**config.mk**
```make
export PLATFORM = sky130hd
export DESIGN_NAME = round_robin_quantum_scheduler_core
export DESIGN_NICKNAME = d
export VERILOG_FILES = /design/src/hw/rtl/rrqs_pkg.sv /design/src/hw/rtl/rrqs_ctrl.sv /design/src/hw/rtl/rrqs_dp.sv /design/src/hw/rtl/round_robin_quantum_scheduler_core.sv
export VERILOG_INCLUDE_DIRS = /design/src /design/src/hw/rtl
export SDC_FILE = /design/constraint.sdc
export NUM_CORES = 1
export LEC_CHECK = 0
export ABC_AREA = 0
export BUFFER_PORTS_ARGS = -buffer_cell sky130_fd_sc_hd__buf_2
export CORE_UTILIZATION = 41
export DETAILED_ROUTE_END_ITERATION = 16
export GPL_TIMING_DRIVEN = 0
export PLACE_DENSITY = 0.63
export SYNTH_ARGS = -nofsm -noshare
export SYNTH_HDL_FRONTEND = slang
export SYNTH_HIERARCHICAL = 1
export SYNTH_SLANG_ARGS = --single-unit
```
**constraint.sdc**
```tcl
create_clock -name i_clk -period 8.2 [get_ports i_clk]
set_input_delay 0.41 -clock i_clk [delete_from_list [all_inputs] [get_ports i_clk]]
set_output_delay 0.41 -clock i_clk [all_outputs]
set_load 0.01 [all_outputs]
```
**src/hw/rtl/round_robin_quantum_scheduler_core_assert.svh**
```systemverilog
// Assertion macros shared by the scheduler RTL modules.
// Each macro expects signals named i_clk and i_rst_n in the module that uses it.
`ifndef ROUND_ROBIN_QUANTUM_SCHEDULER_CORE_ASSERT_SVH
`define ROUND_ROBIN_QUANTUM_SCHEDULER_CORE_ASSERT_SVH

// A property that must hold in the same cycle, outside reset.
`define RRQS_ASSERT_NOW(label, prop, msg) \
    label: assert property (@(posedge i_clk) disable iff (!i_rst_n) (prop)) \
        else $error(msg);

// A condition that must be followed by another one in the next cycle.
`define RRQS_ASSERT_NEXT(label, ante, cons, msg) \
    label: assert property (@(posedge i_clk) disable iff (!i_rst_n) \
        (ante) |=> (cons)) else $error(msg);

`endif

```
**src/hw/rtl/rrqs_pkg.sv**
```systemverilog
// Shared constants, types and helper functions of the round-robin scheduler.
// Used by the controller, the datapath and the top level; depends on nothing.
`default_nettype none

package rrqs_pkg;

    localparam int MAX_JOBS = 16;
    localparam int SLOT_W   = (MAX_JOBS > 1) ? $clog2(MAX_JOBS) : 1;
    localparam int CNT_W    = $clog2(MAX_JOBS + 1);
    localparam int TICK_W   = 16;
    localparam int ID_W     = 8;
    localparam int ID_BASE  = 101;

    localparam logic [TICK_W-1:0] QUANTUM_RESET = TICK_W'(1);

    // Item kinds.
    localparam logic KIND_ADD  = 1'b0;
    localparam logic KIND_TICK = 1'b1;

    typedef logic [SLOT_W-1:0] t_slot;
    typedef logic [CNT_W-1:0]  t_count;
    typedef logic [TICK_W-1:0] t_ticks;
    typedef logic [ID_W-1:0]   t_id;
    typedef logic [MAX_JOBS-1:0] t_mask;

    // Commands from the controller to the datapath.
    typedef struct packed {
        logic accept;    // a word is taken from the input channel this cycle
        logic exec;      // run the selected job (the S_EXEC run step of a tick)
        logic load_out;  // load the result register
    } t_cmd;

    // Status from the datapath to the controller.
    typedef struct packed {
        logic tick_found;  // the presented word is a tick and some job is unfinished
    } t_sts;

    function automatic t_id slot_id(input t_slot slot);
        return ID_W'(ID_BASE) + ID_W'(slot);
    endfunction

endpackage

`default_nettype wire

```
**src/hw/rtl/rrqs_ctrl.sv**
```systemverilog
// Controller state machine of the round-robin scheduler.
// Depends on rrqs_pkg and the assertion header; drives commands to rrqs_dp.
`default_nettype none
`include "round_robin_quantum_scheduler_core_assert.svh"

module rrqs_ctrl (
    input  wire logic          i_clk,
    input  wire logic          i_rst_n,
    input  wire logic          i_in_valid,
    output logic               o_in_ready,
    output logic               o_out_valid,
    input  wire logic          i_out_ready,
    input  wire rrqs_pkg::t_sts i_sts,
    output rrqs_pkg::t_cmd     o_cmd
);
    import rrqs_pkg::*;

    typedef enum logic [1:0] {
        S_IDLE = 2'b01,
        S_EXEC = 2'b10
    } t_state;

    t_state r_state, n_state;
    logic   r_out_valid, n_out_valid;
    logic   accept;

    assign o_in_ready = (r_state == S_IDLE) && (!r_out_valid || i_out_ready);
    assign accept     = i_in_valid && o_in_ready;

    always_comb begin
        o_cmd.accept   = accept;
        o_cmd.exec     = (r_state == S_EXEC);
        o_cmd.load_out = (accept && !i_sts.tick_found) || (r_state == S_EXEC);
    end

    always_comb begin
        n_state = r_state;
        case (r_state)
            S_IDLE: begin
                if (accept && i_sts.tick_found) begin
                    n_state = S_EXEC;
                end
            end
            S_EXEC: begin
                n_state = S_IDLE;
            end
            default: begin
                n_state = S_IDLE;
            end
        endcase
    end

    always_comb begin
        n_out_valid = r_out_valid;
        if (o_cmd.load_out) begin
            n_out_valid = 1'b1;
        end else if (i_out_ready) begin
            n_out_valid = 1'b0;
        end
    end

    always_ff @(posedge i_clk) begin
        if (!i_rst_n) begin
            r_state     <= S_IDLE;
            r_out_valid <= 1'b0;
        end else begin
            r_state     <= n_state;
            r_out_valid <= n_out_valid;
        end
    end

    assign o_out_valid = r_out_valid;

    `RRQS_ASSERT_NOW(a_no_overwrite, !o_cmd.load_out || !r_out_valid || i_out_ready,
        "result register loaded while a word is still held")
    `RRQS_ASSERT_NEXT(a_exec_one_cycle, r_state == S_EXEC, r_state == S_IDLE,
        "run step lasted longer than one cycle")
    `RRQS_ASSERT_NEXT(a_exec_loads, r_state == S_EXEC, r_out_valid,
        "run step did not present a result")

endmodule

`default_nettype wire

```
**src/hw/rtl/rrqs_dp.sv**
```systemverilog
// Datapath of the round-robin scheduler: slot memory, unfinished mask, pointers.
// Depends on rrqs_pkg and the assertion header; commanded by rrqs_ctrl.
`default_nettype none
`include "round_robin_quantum_scheduler_core_assert.svh"

module rrqs_dp (
    input  wire logic                    i_clk,
    input  wire logic                    i_rst_n,
    input  wire rrqs_pkg::t_cmd          i_cmd,
    output rrqs_pkg::t_sts               o_sts,
    input  wire logic                    i_kind,
    input  wire logic [rrqs_pkg::TICK_W-1:0] i_burst_ticks,
    input  wire logic                    i_cfg_we,
    input  wire logic [rrqs_pkg::TICK_W-1:0] i_cfg_wdata,
    output logic                         o_added,
    output logic [rrqs_pkg::ID_W-1:0]    o_assigned_id,
    output logic                         o_ran,
    output logic [rrqs_pkg::ID_W-1:0]    o_run_id,
    output logic                         o_run_finished,
    output logic                         o_pending
);
    import rrqs_pkg::*;

    // Slot memory: ticks left per job, valid only below the job count.
    t_ticks r_mem [MAX_JOBS];

    t_mask  r_mask, n_mask;      // bit set: slot in use and unfinished
    t_count r_job_count;
    t_slot  r_cur;
    t_ticks r_slice;
    t_ticks r_quantum;
    t_slot  r_slot;              // slot chosen for the running tick
    t_ticks r_rd;                // registered memory read of that slot

    logic   r_added, r_ran, r_fin, r_pend;
    t_id    r_aid, r_rid;

    logic   full, add_ok, wr_en, fin, end_turn, wrap;
    t_slot  add_slot, found, wr_addr, next_slot;
    t_ticks wr_data, rem, slice_inc, q_eff;

    // Circular first-set search starting at the current slot.
    function automatic t_slot first_from(input t_mask mask, input t_slot cur);
        logic [2*MAX_JOBS-1:0] dbl;
        t_mask                 rot;
        logic [SLOT_W:0]       pos;
        logic [SLOT_W:0]       sum;
        logic                  hit;
        dbl = {mask, mask} >> cur;
        rot = dbl[MAX_JOBS-1:0];
        pos = '0;
        hit = 1'b0;
        for (int i = 0; i < MAX_JOBS; i++) begin
            if (!hit && rot[i]) begin
                pos = (SLOT_W+1)'(i);
                hit = 1'b1;
            end
        end
        sum = {1'b0, cur} + pos;
        if (sum >= (SLOT_W+1)'(MAX_JOBS)) begin
            sum = sum - (SLOT_W+1)'(MAX_JOBS);
        end
        return sum[SLOT_W-1:0];
    endfunction

    assign full     = (r_job_count == CNT_W'(MAX_JOBS));
    assign add_slot = r_job_count[SLOT_W-1:0];
    assign add_ok   = i_cmd.accept && (i_kind == KIND_ADD) && !full;
    assign found    = first_from(r_mask, r_cur);

    assign o_sts.tick_found = (i_kind == KIND_TICK) && (|r_mask);

    // Run step arithmetic.
    assign rem       = r_rd - TICK_W'(1);
    assign fin       = (rem == '0);
    assign slice_inc = r_slice + TICK_W'(1);
    assign q_eff     = (r_quantum == '0) ? TICK_W'(1) : r_quantum;
    assign end_turn  = fin || (slice_inc >= q_eff);
    assign wrap      = (({1'b0, r_slot} + (SLOT_W+1)'(1)) == (SLOT_W+1)'(r_job_count));
    assign next_slot = wrap ? '0 : r_slot + SLOT_W'(1);

    assign wr_en   = add_ok || i_cmd.exec;
    assign wr_addr = i_cmd.exec ? r_slot : add_slot;
    assign wr_data = i_cmd.exec ? rem : i_burst_ticks;

    always_comb begin
        n_mask = r_mask;
        if (add_ok) begin
            n_mask[add_slot] = (i_burst_ticks != '0);
        end
        if (i_cmd.exec && fin) begin
            n_mask[r_slot] = 1'b0;
        end
    end

    always_ff @(posedge i_clk) begin
        if (wr_en) begin
            r_mem[wr_addr] <= wr_data;
        end
        if (i_cmd.accept) begin
            r_rd   <= r_mem[found];
            r_slot <= found;
        end
    end

    always_ff @(posedge i_clk) begin
        if (!i_rst_n) begin
            r_mask      <= '0;
            r_job_count <= '0;
            r_cur       <= '0;
            r_slice     <= '0;
            r_quantum   <= QUANTUM_RESET;
        end else begin
            r_mask <= n_mask;
            if (add_ok) begin
                r_job_count <= r_job_count + CNT_W'(1);
            end
            if (i_cmd.exec) begin
                r_cur   <= end_turn ? next_slot : r_slot;
                r_slice <= end_turn ? '0 : slice_inc;
            end
            if (i_cfg_we) begin
                r_quantum <= i_cfg_wdata;
            end
        end
    end

    always_ff @(posedge i_clk) begin
        if (i_cmd.load_out) begin
            r_added <= add_ok;
            r_aid   <= add_ok ? slot_id(add_slot) : '0;
            r_ran   <= i_cmd.exec;
            r_rid   <= i_cmd.exec ? slot_id(r_slot) : '0;
            r_fin   <= i_cmd.exec && fin;
            r_pend  <= |n_mask;
        end
    end

    assign o_added        = r_added;
    assign o_assigned_id  = r_aid;
    assign o_ran          = r_ran;
    assign o_run_id       = r_rid;
    assign o_run_finished = r_fin;
    assign o_pending      = r_pend;

    `RRQS_ASSERT_NOW(a_mask_in_use, (r_mask >> r_job_count) == '0,
        "unfinished bit set for a slot that is not in use")
    `RRQS_ASSERT_NOW(a_cur_in_range, r_job_count == '0 || CNT_W'(r_cur) < r_job_count,
        "current slot beyond the slots in use")
    `RRQS_ASSERT_NOW(a_count_bound, r_job_count <= CNT_W'(MAX_JOBS),
        "job count beyond table size")

endmodule

`default_nettype wire

```
**src/hw/rtl/round_robin_quantum_scheduler_core.sv**
```systemverilog
// Top level of the round-robin tick scheduler with a time quantum.
// Depends on rrqs_pkg, rrqs_ctrl and rrqs_dp.
//
//   Channel   Direction  Handshake                  Payload
//   input     in         i_in_valid / o_in_ready    i_kind, i_burst_ticks
//   result    out        o_out_valid / i_out_ready  o_added .. o_pending
//   config    in         i_cfg_we (no wait)         i_cfg_wdata (quantum)
//
// An add word is done when accepted; a tick then needs the S_EXEC run step,
// set by the registered read of the slot memory after the rotating search.
// Reset is synchronous and active low; it clears the job count, the unfinished
// mask, the slot pointer and the slice counter and sets the quantum to one.
// The slot memory is not cleared: a run step only uses slots already written.
// The input is taken only while no tick is running and the result register is
// empty or being drained, so a stalled result holds the input back.
`default_nettype none

module round_robin_quantum_scheduler_core (
    input  wire logic                        i_clk,
    input  wire logic                        i_rst_n,
    input  wire logic                        i_in_valid,
    output logic                             o_in_ready,
    input  wire logic                        i_kind,
    input  wire logic [rrqs_pkg::TICK_W-1:0] i_burst_ticks,
    output logic                             o_out_valid,
    input  wire logic                        i_out_ready,
    output logic                             o_added,
    output logic [rrqs_pkg::ID_W-1:0]        o_assigned_id,
    output logic                             o_ran,
    output logic [rrqs_pkg::ID_W-1:0]        o_run_id,
    output logic                             o_run_finished,
    output logic                             o_pending,
    input  wire logic                        i_cfg_we,
    input  wire logic [rrqs_pkg::TICK_W-1:0] i_cfg_wdata
);
    import rrqs_pkg::*;

    // The controller sequences each word; the datapath owns all job state.
    t_cmd cmd;
    t_sts sts;

    rrqs_ctrl u_ctrl (
        .i_clk       (i_clk),
        .i_rst_n     (i_rst_n),
        .i_in_valid  (i_in_valid),
        .o_in_ready  (o_in_ready),
        .o_out_valid (o_out_valid),
        .i_out_ready (i_out_ready),
        .i_sts       (sts),
        .o_cmd       (cmd)
    );

    // The datapath finds the next unfinished slot on acceptance, reads its
    // remaining ticks, and in the following cycle charges one tick, updates
    // the slice counter and advances the pointer when the turn ends.
    rrqs_dp u_dp (
        .i_clk          (i_clk),
        .i_rst_n        (i_rst_n),
        .i_cmd          (cmd),
        .o_sts          (sts),
        .i_kind         (i_kind),
        .i_burst_ticks  (i_burst_ticks),
        .i_cfg_we       (i_cfg_we),
        .i_cfg_wdata    (i_cfg_wdata),
        .o_added        (o_added),
        .o_assigned_id  (o_assigned_id),
        .o_ran          (o_ran),
        .o_run_id       (o_run_id),
        .o_run_finished (o_run_finished),
        .o_pending      (o_pending)
    );

endmodule

`default_nettype wire
```
==> results.sh, run 1 <==
export IMPL_cp_required_ps=8440
export IMPL_peakVddDrop_mv=0.158
export IMPL_via_count=10700
export IMPL_drive_gt1_share_pct=19.6
export IMPL_syn_cell_area_mm2=0.0168
export IMPL_drv_cap=0
export IMPL_cp_arrival_ps=6080
export IMPL_grt_antenna_before_repair=0
export IMPL_yosysSeqAreaShare_pct=59.4
export IMPL_avgViaCountPerCell=5.75
export IMPL_first_pass_iters=5
export IMPL_critPathCaptureType="register"
export IMPL_synth_compound_area_share_pct=6.43
export IMPL_min_period_ps=5840
export IMPL_fillers=3488
export IMPL_cpPeakStageDelay_ps=880
export IMPL_grt_pass1_vias=10700
export IMPL_post_cts_repair_setup_buffers=0
export IMPL_worstHoldPathCells=3
export IMPL_max_freq_ghz=0.171
export IMPL_fin_worst_hold_slack_ps=104
export IMPL_insertion_delay_ps=560
export IMPL_ys_ff_latch=352
export IMPL_drv_slew=0
export IMPL_gp_congestion=0.919
export IMPL_relSlewSlack_pct=9.88
export IMPL_synth_cell_types=82
export IMPL_drc=0
export IMPL_yosysTopAreaCell="edfxtp_1"
export IMPL_grt_ovfl_total=0
export IMPL_grt_max_degree=25
export IMPL_cts_root_buffer="clkbuf_16"
export IMPL_clock_skew_ps=45.0
export IMPL_yosysWarnings=6
export IMPL_synth_mux_area_share_pct=16.8
export IMPL_grtUsageMet1_pct=26.9
export IMPL_grt_pass1_wl_um=63400
export IMPL_finalPower_uw=3780
export IMPL_fin_tns_setup_ps=0
export IMPL_grt_util_met2_pct=33.5
export IMPL_synthMostInstantiatedCell="edfxtp_1"
export IMPL_antenna_cells=0
export IMPL_cts_sinks=352
export IMPL_tightestPinTransition_ps=1330
export IMPL_fin_cells=1857
export IMPL_cp_max_fo=10
export IMPL_synth_area_per_cell_um2=14.1
export IMPL_start_util_pct=41.9
export IMPL_core_area_mm2=0.0400
export IMPL_dp_cells=1791
export IMPL_netlist_instances=1193
export IMPL_routed_wl_um=41300
export IMPL_rsz0062_at_grt="false"
export IMPL_status="complete, no violations"
export IMPL_path_class="reg -> reg"
export IMPL_setup_violations_final=0
export IMPL_drtIter0Drc=977
export IMPL_ctsResizeCount=0
export IMPL_seq_area_mm2=0.00997
export IMPL_ys_top_cells_by_count="edfxtp_1 (292), nor2_1 (91), mux2i_1 (84), mux4_2 (76), nand2_1 (67)"
export IMPL_grt_use_total_pct=20.1
export IMPL_core_rowCount=73
export IMPL_use_met3_pct=3.48
export IMPL_power_density_mw_per_mm2=197
export IMPL_cts_hold_buf=0
export IMPL_clockBufferDepth=3
export IMPL_synth_xor_area_share_pct=2.31
export IMPL_synthSimpleGateAreaFrac_pct=9.77
export IMPL_port_buffers=56
export IMPL_finalHoldViolCount=0
export IMPL_die_h_um=204
export IMPL_async_flop_share_pct=0
export IMPL_place_ws_ps=2300
export IMPL_cts_tree="done"
export IMPL_synth_flop_cell="edfxtp_1"
export IMPL_setup_slack_ps=2360
export IMPL_syn_to_final_growth_pct=14.4
export IMPL_slowest_stage="buf_1"
export IMPL_clkSlewWorstSetupHoldPaths_ps=60
export IMPL_h_tree_depth=2
export IMPL_crit_chain="buf_2 > buf_2 > mux2_2 > mux2i_1 > nand3_1 > nor2b_1 > a221o_1 > a211o_1 > a221o_1 > nand3_1 > ha_1 > clkbuf_1 > buf_1 > mux4_2 > mux2i_1 > mux2i_1"
export IMPL_cts_buffers=38
export IMPL_crit_top_cell="mux2i_1"
export IMPL_ant_nets=0
export IMPL_wl_per_cell_um=22.2
export IMPL_setup_worst_path_start_class="register"
export IMPL_top_usage_layer="met2"
export IMPL_r2r_cells=16
export IMPL_fin_crit_sh_pct=71.2
export IMPL_die_w_um=204
export IMPL_p_leak_uw=0.00657
export IMPL_fin_nets=1377
export IMPL_synth_top_area_share_pct=52.3
export IMPL_hp_class="in -> reg"
export IMPL_synth_edf_count=292
export IMPL_synthAdderAreaFrac_pct=2.31
export IMPL_multi_input_area_mm2=0.00636
export IMPL_dp_hpwl_um=29300
export IMPL_synth_top_family_by_area="multiplexers"
export IMPL_dieArea_mm2=0.0417
export IMPL_synthTopCellsByArea="edfxtp_1 (52%), mux4_2 (10%), dfxtp_1 (7.2%), mux2i_1 (5.0%), ha_1 (2.3%)"
export IMPL_io_pin_count=60
==> through the flow <==
stage	util, %	instance area [um2]
2_1_floorplan	-	16800
3_3_place_gp	44.3	17700
3_5_place_dp	45.1	18000
4_1_cts	47.9	19200
5_1_grt	48.0	19200
6_report	48.0	19200
==> where the power goes <==
part / internal [uW] / total, uW / switching (uW)
logic: 79.7 / 220 / 140
clock network: 880 / 1580 / 696
registers: 1970 / 1980 / 16.9
==> final cells by class <==
class                   instances  area share (%)
clock buffers                  48            5.28
flip-flops and latches        352            52.0
clock inverters                16           0.619
well taps                     525            3.42
plain buffers                  75            1.71
multi-input cells             724            33.1
inverters                      43           0.841
repair buffers                 74            3.03
==> logic make-up after synthesis <==
logic type                 count (synthesis)
xor gates and xnor gates                  42
and+or+nand+nor                          320
other                                      1
muxes                                    177
AOI/OAI and AO/OA                        152
adders and majority gates                 31
buffers and inverters                    118
DFF                                      352
==> routing by layer <==
| layer | share of wire (%) | wire (um) | vias up |
|---|---|---|---|
| met3 | 5.8 | 2400 | 66 |
| li1 | - | - | 4870 |
| met2 | 49 | 20100 | 352 |
| met5 | 0 | 0 | - |
| met1 | 43 | 17800 | 5391 |
| met4 | 2.4 | 973 | 0 |
==> layout by cell type, fill, tap and decap left out, drive strengths merged, types with 6 or more instances in the layout <==
cell and count:
mux2i 84, o31ai 8, edfxtp 292, nand2 67, xor2 18, inv 44, buf 96, mux2 12
nor2 91, dfxtp 60, nor4 29, o21a 6, a21oi 43, nand2b 13, clkinv 15, and3 8
nand4 14, a31oi 9, o21ai 14, xnor2 24, nor3 17, nand3 27, nor2b 10, clkbuf 101
ha 31, mux4 81, a211oi 7, and2 19
==> worst paths after layout <==
path / from / slack [ps] / end
worst max-delay path: u_dp/r_cur[2] / 2360 / u_dp/r_rd[14]
worst min register to register: u_dp/r_quantum[0] / 480 / u_dp/r_quantum[0]
worst max register to register: u_dp/r_cur[2] / 2360 / u_dp/r_rd[14]
worst min-delay path: i_cfg_wdata[0] / 100 / u_dp/r_quantum[0]
==> flip-flops by register name, summed over array words and instances, names as in the netlist, 2 cells and up <==
| name | count |
|---|---|
| u_dp/r_job_count | 5 |
| u_dp/r_mask | 16 |
| u_ctrl/r_state | 2 |
| u_dp/r_slot | 4 |
| u_dp/r_cur | 4 |
| u_dp/r_slice | 16 |
| u_dp/o_run_id | 6 |
| u_dp/r_rd | 16 |
| u_dp/r_mem | 256 |
| u_dp/r_quantum | 16 |
| u_dp/o_assigned_id | 6 |
==> critical path, delay by kind of cell (launching register included) <==
kind            cells  cell delay [ps]
buf+inv             4             1930
mux                 5             1700
compound gates      3              980
simple gates        3              430
flops               1              330
fa+ha+maj           1              200
Note: power is estimated with default switching activity, not from simulation.
==> inputs of run 2 (changes only) <==
--- a/config.mk
+++ b/config.mk
@@ -6,12 +6,12 @@
 export SDC_FILE = /design/constraint.sdc
 export NUM_CORES = 1
 export LEC_CHECK = 0
-export ABC_AREA = 0
+export ABC_AREA = 1
 export BUFFER_PORTS_ARGS = -buffer_cell sky130_fd_sc_hd__buf_2
 export CORE_UTILIZATION = 41
 export DETAILED_ROUTE_END_ITERATION = 16
 export GPL_TIMING_DRIVEN = 0
-export PLACE_DENSITY = 0.63
+export PLACE_DENSITY = 0.65
 export SYNTH_ARGS = -nofsm -noshare
 export SYNTH_HDL_FRONTEND = slang
 export SYNTH_HIERARCHICAL = 1
==> constraint.sdc (replaced) <==
create_clock -name i_clk -period 5.09 [get_ports i_clk]
set_input_delay 0.2545 -clock i_clk [delete_from_list [all_inputs] [get_ports i_clk]]
set_output_delay 0.2545 -clock i_clk [all_outputs]
set_load 0.01 [all_outputs]
==> run 2 against run 1 <==
  * Sequential share of layout area decreased by 0.76 points
  * Synthesized area rose by 1.6%
  * Routed wire length up 7.8%
  * Total power increased by 70%
  * Cell area grew 1.5%
  * Global-route usage grew 1.1 points
  * Fmax is 22% higher
  * Critical path type unchanged
==> results.sh, run 2 <==
export IMPL_h_tree_depth=2
export IMPL_core_area_mm2=0.0409
export IMPL_grt_ovfl_total=0
export IMPL_first_pass_iters=7
export IMPL_critPathCaptureType="register"
export IMPL_worstReg2RegEnd="u_dp/r_rd[9]"
export IMPL_drive_gt1_share_pct=11.8
export IMPL_finalPower_uw=6410
export IMPL_cp_arrival_ps=5180
export IMPL_gp_congestion=0.996
export IMPL_finish_utilization_pct=47.6
export IMPL_power_density_mw_per_mm2=329
export IMPL_grt_use_total_pct=21.2
export IMPL_syn_to_final_growth_pct=14.2
export IMPL_whs_endpoint="u_dp/r_quantum[14]"
export IMPL_path_class="reg -> reg"
export IMPL_grt_antenna_before_repair=1
export IMPL_ys_ff_latch=352
export IMPL_drtIter0Drc=1174
export IMPL_max_freq_ghz=0.209
export IMPL_drv_slew=0
export IMPL_core_rowCount=74
export IMPL_yosysTopAreaCell="edfxtp_1"
export IMPL_rsz0062_at_grt="false"
export IMPL_synth_flop_cell="edfxtp_1"
export IMPL_drv_cap=0
export IMPL_drc=0
export IMPL_crit_top_cell="nand3_1"
export IMPL_die_h_um=206
export IMPL_cp_max_fo=10
export IMPL_peakVddDrop_mv=0.232
export IMPL_grt_pass1_vias=12300
export IMPL_cts_root_buffer="clkbuf_16"
export IMPL_cp_required_ps=5490
export IMPL_ys_top_cells_by_count="nor2_1 (320), nand2_1 (314), edfxtp_1 (292), o21ai_0 (213), nand3_1 (145)"
export IMPL_synthTopCellsByArea="edfxtp_1 (51%), dfxtp_1 (7.0%), nor2_1 (7.0%), nand2_1 (6.9%), o21ai_0 (6.3%)"
export IMPL_synth_cell_types=52
export IMPL_status="complete, no violations"
export IMPL_ant_nets=0
export IMPL_cts_buffers=38
export IMPL_start_util_pct=41.7
export IMPL_dieArea_mm2=0.0424
export IMPL_fin_nets=1999
export IMPL_cts_tree="done"
export IMPL_layout_common_cells="nand2_1 (314), nor2_1 (308), edfxtp_1 (292)"
export IMPL_synthMostInstantiatedCell="nor2_1"
export IMPL_slowest_stage="clkbuf_1"
export IMPL_fin_tns_setup_ps=0
export IMPL_syn_cell_area_mm2=0.0170
export IMPL_io_pin_count=60
export IMPL_relSlewSlack_pct=9.74
export IMPL_setup_worst_path_start_class="register"
export IMPL_cpPeakStageDelay_ps=430
export IMPL_wl_per_cell_um=17.8
export IMPL_yosysSeqAreaShare_pct=58.5
export IMPL_via_count=13100
export IMPL_p_leak_uw=0.00753
export IMPL_setup_violations_final=0
export IMPL_insertion_delay_ps=530
export IMPL_port_buffers=57
export IMPL_clock_skew_ps=24.4
export IMPL_synth_top_area_share_pct=51.4
export IMPL_finalHoldViolCount=0
export IMPL_clockBufferDepth=3
export IMPL_avgViaCountPerCell=5.25
export IMPL_fin_crit_sh_pct=93.9
export IMPL_post_cts_repair_setup_buffers=0
export IMPL_cts_sinks=352
export IMPL_min_period_ps=4780
export IMPL_worstHoldPathCells=3
export IMPL_holdCritStartpoint="i_cfg_wdata[14]"
export IMPL_largest_register="u_dp/r_mem"
export IMPL_routed_wl_um=44500
export IMPL_die_w_um=206
export IMPL_r2r_cells=26
export IMPL_largest_register_ffs=256
export IMPL_grt_max_degree=22
export IMPL_dp_hpwl_um=32100
export IMPL_r2r_start="u_dp/r_cur[0]"
export IMPL_synth_area_per_cell_um2=9.38
export IMPL_grt_pass1_wl_um=68800
export IMPL_hp_class="in -> reg"
export IMPL_worst_r2r_setup_slack_ps=310
export IMPL_final_common_cell="nand2_1"
export IMPL_netlist_instances=1818
export IMPL_synth_edf_count=292
export IMPL_tightestPinTransition_ps=1350
export IMPL_clkSlewWorstSetupHoldPaths_ps=60
export IMPL_yosysWarnings=6
export IMPL_async_flop_share_pct=0
run 2: cell count changes after synthesis, sizes merged, moves of 17 or more:
cell | before | now
mux4 | 81 | 0
and2 | 19 | 2
nand2 | 67 | 340
mux2i | 84 | 5
inv | 43 | 142
o21ai | 14 | 218
a21oi | 43 | 62
nand3 | 27 | 156
nor2 | 91 | 326
run 2: cell families (layout without fill, tap and decap cells):
group	count (synthesis)	in the layout	share of synthesized area [%]
buffers and inverters	233	373	5.76
AND/OR/NAND/NOR	861	861	22.1
AO/OA/AOI/OAI	305	305	9.56
other	1	4	0.0220
multiplexers	5	5	0.294
adder cells (fa/ha/maj)	31	31	2.28
XOR/XNOR	30	30	1.54
flip-flops	352	352	58.5
run 2: worst max path at each step:
stage / from / to / slack (ps) / cells past startpoint
2_1_floorplan: u_dp/r_cur[0] / u_dp/r_rd[11] / 1360 / 25
3_3_place_gp: u_dp/r_cur[0] / u_dp/r_rd[8] / -70 / 24
3_5_place_dp: u_dp/r_cur[0] / u_dp/r_rd[7] / -160 / 24
4_1_cts: u_dp/r_cur[0] / u_dp/r_rd[7] / 50 / 24
5_1_grt: u_dp/r_cur[0] / u_dp/r_rd[8] / 50 / 26
6_report: u_dp/r_cur[0] / u_dp/r_rd[9] / 310 / 26
run 2: critical path, delay by kind of cell, from the launching register on:
family | cells | cell delay (ps)
AO/OA/AOI/OAI | 3 | 850
adder cells (fa/ha/maj) | 1 | 320
flip-flops | 1 | 380
buffers and inverters | 6 | 1220
AND/OR/NAND/NOR | 16 | 1900
run 2: per-stage QoR:
stage	cells	setup slack [ps]	area [um2]	hold WS, ps
after global routing	2491	50.3	19500	26.4
after detailed placement	2418	-156	18200	471
after CTS	2491	54.0	19400	1.64
final	2493	309	19500	19.4
after floorplan	1819	1360	17000	352
after global placement	2408	-70.3	18000	466
run 2: power breakdown:
part | internal (uW) | total (uW) | leakage (uW) | switching [uW]
Sequential | 3180 | 3210 | 0.00315 | 28.1
Clock | 1600 | 2710 | 0.000599 | 1110
Combinational | 143 | 481 | 0.00378 | 338
Total | 4930 | 6410 | 0.00753 | 1480
run 2: timing repair:
item,CTS,global route
gates resized for setup,1,14
endpoints found under the setup margin,11,16
hold buffers,4,0
endpoints found under the hold margin,3,0
run 2: area by class of cell:
| type | count | area, um2 |
|---|---|---|
| Antenna cell | 2 | 5.00 |
| Buffer | 91 | 453 |
| Clock buffer | 49 | 1000 |
| Clock inverter | 20 | 230 |
| Fill cell | 3735 | 21500 |
| Inverter | 142 | 538 |
| Multi-Input combinational cell | 1234 | 6180 |
| Sequential cell | 352 | 9970 |
| Tap cell | 532 | 666 |
| Timing Repair Buffer | 71 | 430 |
run 2: routing by layer:
metal	global-route usage, %	up-vias	routed length, um	part of all wire (%)
met3	3.01	56	3210	7.2
met2	34.7	464	20400	46
met1	29.5	6179	19800	44
met4	5.83	0	1100	2.5
li1	-	6393	-	-
met5	0	-	0	0
==> inputs of run 3 (changes only) <==
--- a/config.mk
+++ b/config.mk
@@ -11,6 +11,7 @@
 export CORE_UTILIZATION = 41
 export DETAILED_ROUTE_END_ITERATION = 16
 export GPL_TIMING_DRIVEN = 0
+export MAX_ROUTING_LAYER = met4
 export PLACE_DENSITY = 0.65
 export SYNTH_ARGS = -nofsm -noshare
 export SYNTH_HDL_FRONTEND = slang
==> run 3 against run 2 <==
  * Sequential share of layout area fell by 0.092 points
  * First-iteration DRC count rose by 2.9%
  * Combinational power rose by 0.8%
  * Via count rose by 0.24%
  * Clock skew rose by 14 ps
  * Worst hold slack got worse by 5.3 ps
  * Total power fell by 0.72%
  * Die area did not move
  * Routed wire length rose by 1.3%
  * Register-to-register slack got worse by 20 ps
  * Critical path type unchanged
  * Critical endpoint is now u_dp/r_rd[10]
==> results.sh, run 3 (synthesis results as in run 2) <==
export IMPL_status="complete, no violations"
export IMPL_path_class="reg -> reg"
export IMPL_ant_nets=0
export IMPL_cts_tree="done"
export IMPL_worst_r2r_setup_slack_ps=290
export IMPL_p_sw_uw=1500
export IMPL_crit_chain="buf_6 > inv_4 > buf_12 > nand2_4 > nand3_1 > nand3_1 > nand3_1 > nand2_1 > nand2_2 > nor2_4 > nand4_4 > nor2_4 > nand4_4 > nor4_1 > o21ai_0 > nand4_1 > ha_1 > xnor2_2 > clkbuf_1 > o21ai_0 > o21ai_0 > o21ai_0 > nand2_2 > nand2_1"
export IMPL_r2r_start="u_dp/r_cur[0]"
export IMPL_p_leak_uw=0.00754
export IMPL_intPower_uw=4860
export IMPL_p_clk_share_pct=41.9
export IMPL_grt_pass1_wl_um=69900
export IMPL_p_comb_share_pct=7.6
export IMPL_cpPeakStageDelay_ps=520
export IMPL_cp_top_family="simple AND/OR/NAND/NOR gates"
export IMPL_dp_cells=2419
export IMPL_tightestPinTransition_ps=1300
export IMPL_dieArea_mm2=0.0424
export IMPL_drv_cap=0
export IMPL_io_pin_count=60
export IMPL_clkSlewWorstSetupHoldPaths_ps=60
export IMPL_grt_pass1_vias=12500
export IMPL_grt_max_degree=22
export IMPL_die_h_um=206
export IMPL_drtIter0Drc=1208
export IMPL_gp_congestion=0.929
export IMPL_routed_wl_um=45100
export IMPL_cts_sinks=352
export IMPL_whs_endpoint="u_dp/r_quantum[3]"
export IMPL_worstReg2RegEnd="u_dp/r_rd[10]"
export IMPL_largest_register_ffs=256
export IMPL_die_w_um=206
export IMPL_setup_violations_final=0
export IMPL_clock_skew_ps=38.6
export IMPL_syn_to_final_growth_pct=14.5
export IMPL_core_rowCount=74
export IMPL_netSwitchingFraction_pct=23.6
export IMPL_port_buffers=57
export IMPL_finish_utilization_pct=47.7
export IMPL_power_density_mw_per_mm2=326
export IMPL_cts_buffers=38
export IMPL_dp_hpwl_um=32400
export IMPL_core_area_mm2=0.0409
export IMPL_wl_per_cell_um=18.1
export IMPL_h_tree_depth=2
export IMPL_min_period_ps=4800
export IMPL_setup_worst_path_start_class="register"
export IMPL_cts_root_buffer="clkbuf_16"
export IMPL_fin_nets=2007
export IMPL_layout_common_cells="nand2_1 (314), nor2_1 (306), edfxtp_1 (292)"
export IMPL_cp_required_ps=5390
export IMPL_grt_antenna_before_repair=1
export IMPL_insertion_delay_ps=570
export IMPL_max_freq_ghz=0.208
export IMPL_drc=0
export IMPL_worstHoldPathCells=3
export IMPL_first_pass_iters=8
export IMPL_critPathCaptureType="register"
export IMPL_start_util_pct=41.7
export IMPL_via_count=13100
export IMPL_finalHoldViolCount=0
export IMPL_largest_register="u_dp/r_mem"
export IMPL_seq_power_share_pct=50.5
export IMPL_avgViaCountPerCell=5.26
export IMPL_slowest_stage="clkbuf_1"
export IMPL_relSlewSlack_pct=12.8
export IMPL_hp_class="in -> reg"
export IMPL_fin_worst_hold_slack_ps=14.1
export IMPL_rsz0062_at_grt="true"
export IMPL_fin_cells=2495
export IMPL_peakVddDrop_mv=0.242
export IMPL_final_common_cell="nand2_1"
export IMPL_drv_slew=0
export IMPL_cp_max_fo=10
export IMPL_cp_arrival_ps=5100
export IMPL_fillers=3802
export IMPL_grt_ovfl_total=0
export IMPL_r2r_cells=24
export IMPL_grt_use_total_pct=22.3
export IMPL_clockBufferDepth=3
export IMPL_crit_buf_inv=4
export IMPL_drive_gt1_share_pct=12.0
export IMPL_crit_top_cell="o21ai_0"
export IMPL_fin_crit_sh_pct=94.4
export IMPL_holdCritStartpoint="i_cfg_wdata[3]"
-- run 3: cell types whose count changed in the layout (fill, tap and decap cells not counted), moves of 2 or more --
cell	before	now
clkbuf_1	67	64
clkinv_2	5	7
clkinv_1	8	5
dlygate4sd3_1	4	10
nor2_1	308	306
buf_8	0	2
nor2_2	14	16
-- run 3: repair_timing --
item                       CTS  global route
gates resized for setup      1            12
hold endpoints to repair    10             0
setup endpoints to repair    5            16
hold buffers                10             0
setup buffers                0             0
-- run 3: through the flow --
step	total power [uW]	TNS, ps	worst slack (ps)	area (um2)
3_5_place_dp	3740	-155	-72.3	18200
3_3_place_gp	3730	-221	-89.8	18000
4_1_cts	6400	0	120	19500
2_1_floorplan	3560	0	1360	17000
6_report	6360	0	286	19500
5_1_grt	6570	-60.4	-60.4	19500
-- run 3: cell type report --
cell class	instances	area (um2)	area share [%]
clock inverter	19	214	1.10
buffer	91	452	2.32
antenna	1	2.50	0.0128
inverter	142	538	2.76
multi-input combinational	1234	6170	31.6
tap	532	666	3.41
timing repair buffer	79	517	2.65
clock buffer	45	977	5.01
sequential	352	9970	51.1
-- run 3: worst register-to-register path, delay by kind of cell (launching register included) --
family                     cells  cell delay, ps
adders and majority gates      1             280
and+or+nand+nor               14            1670
DFF                            1             380
xor gates and xnor gates       1             440
AOI/OAI and AO/OA              4             880
buffers and inverters          4             910
-- run 3: how the worst max path moves through the flow --
stage | cells after the start | to | from | slack [ps]
finish | 24 | u_dp/r_rd[10] | u_dp/r_cur[0] | 290
global route | 26 | u_dp/r_rd[8] | u_dp/r_cur[0] | -60
CTS | 24 | u_dp/r_rd[8] | u_dp/r_cur[0] | 120
detailed placement | 24 | u_dp/r_rd[8] | u_dp/r_cur[0] | -70
global placement | 24 | u_dp/r_rd[8] | u_dp/r_cur[0] | -90
floorplan | 25 | u_dp/r_rd[11] | u_dp/r_cur[0] | 1360
-- run 3: power by group through the flow --
stage / Clock (uW) / Combinational [uW] / Sequential (uW)
after detailed placement: 0 / 471 / 3270
after CTS: 2700 / 479 / 3210
final: 2660 / 485 / 3210
after global placement: 0 / 450 / 3280
after global routing: 2810 / 539 / 3220
after floorplan: 0 / 283 / 3270
-- run 3: metal layers --
metal  wire [um]  global-route usage (%)  up-vias
li1            -                       -     6398
met1       20000                    30.0     6167
met2       20600                    35.3      483
met3        3220                    2.78       75
met4        1200                    6.59        0
met5           0                       -        -
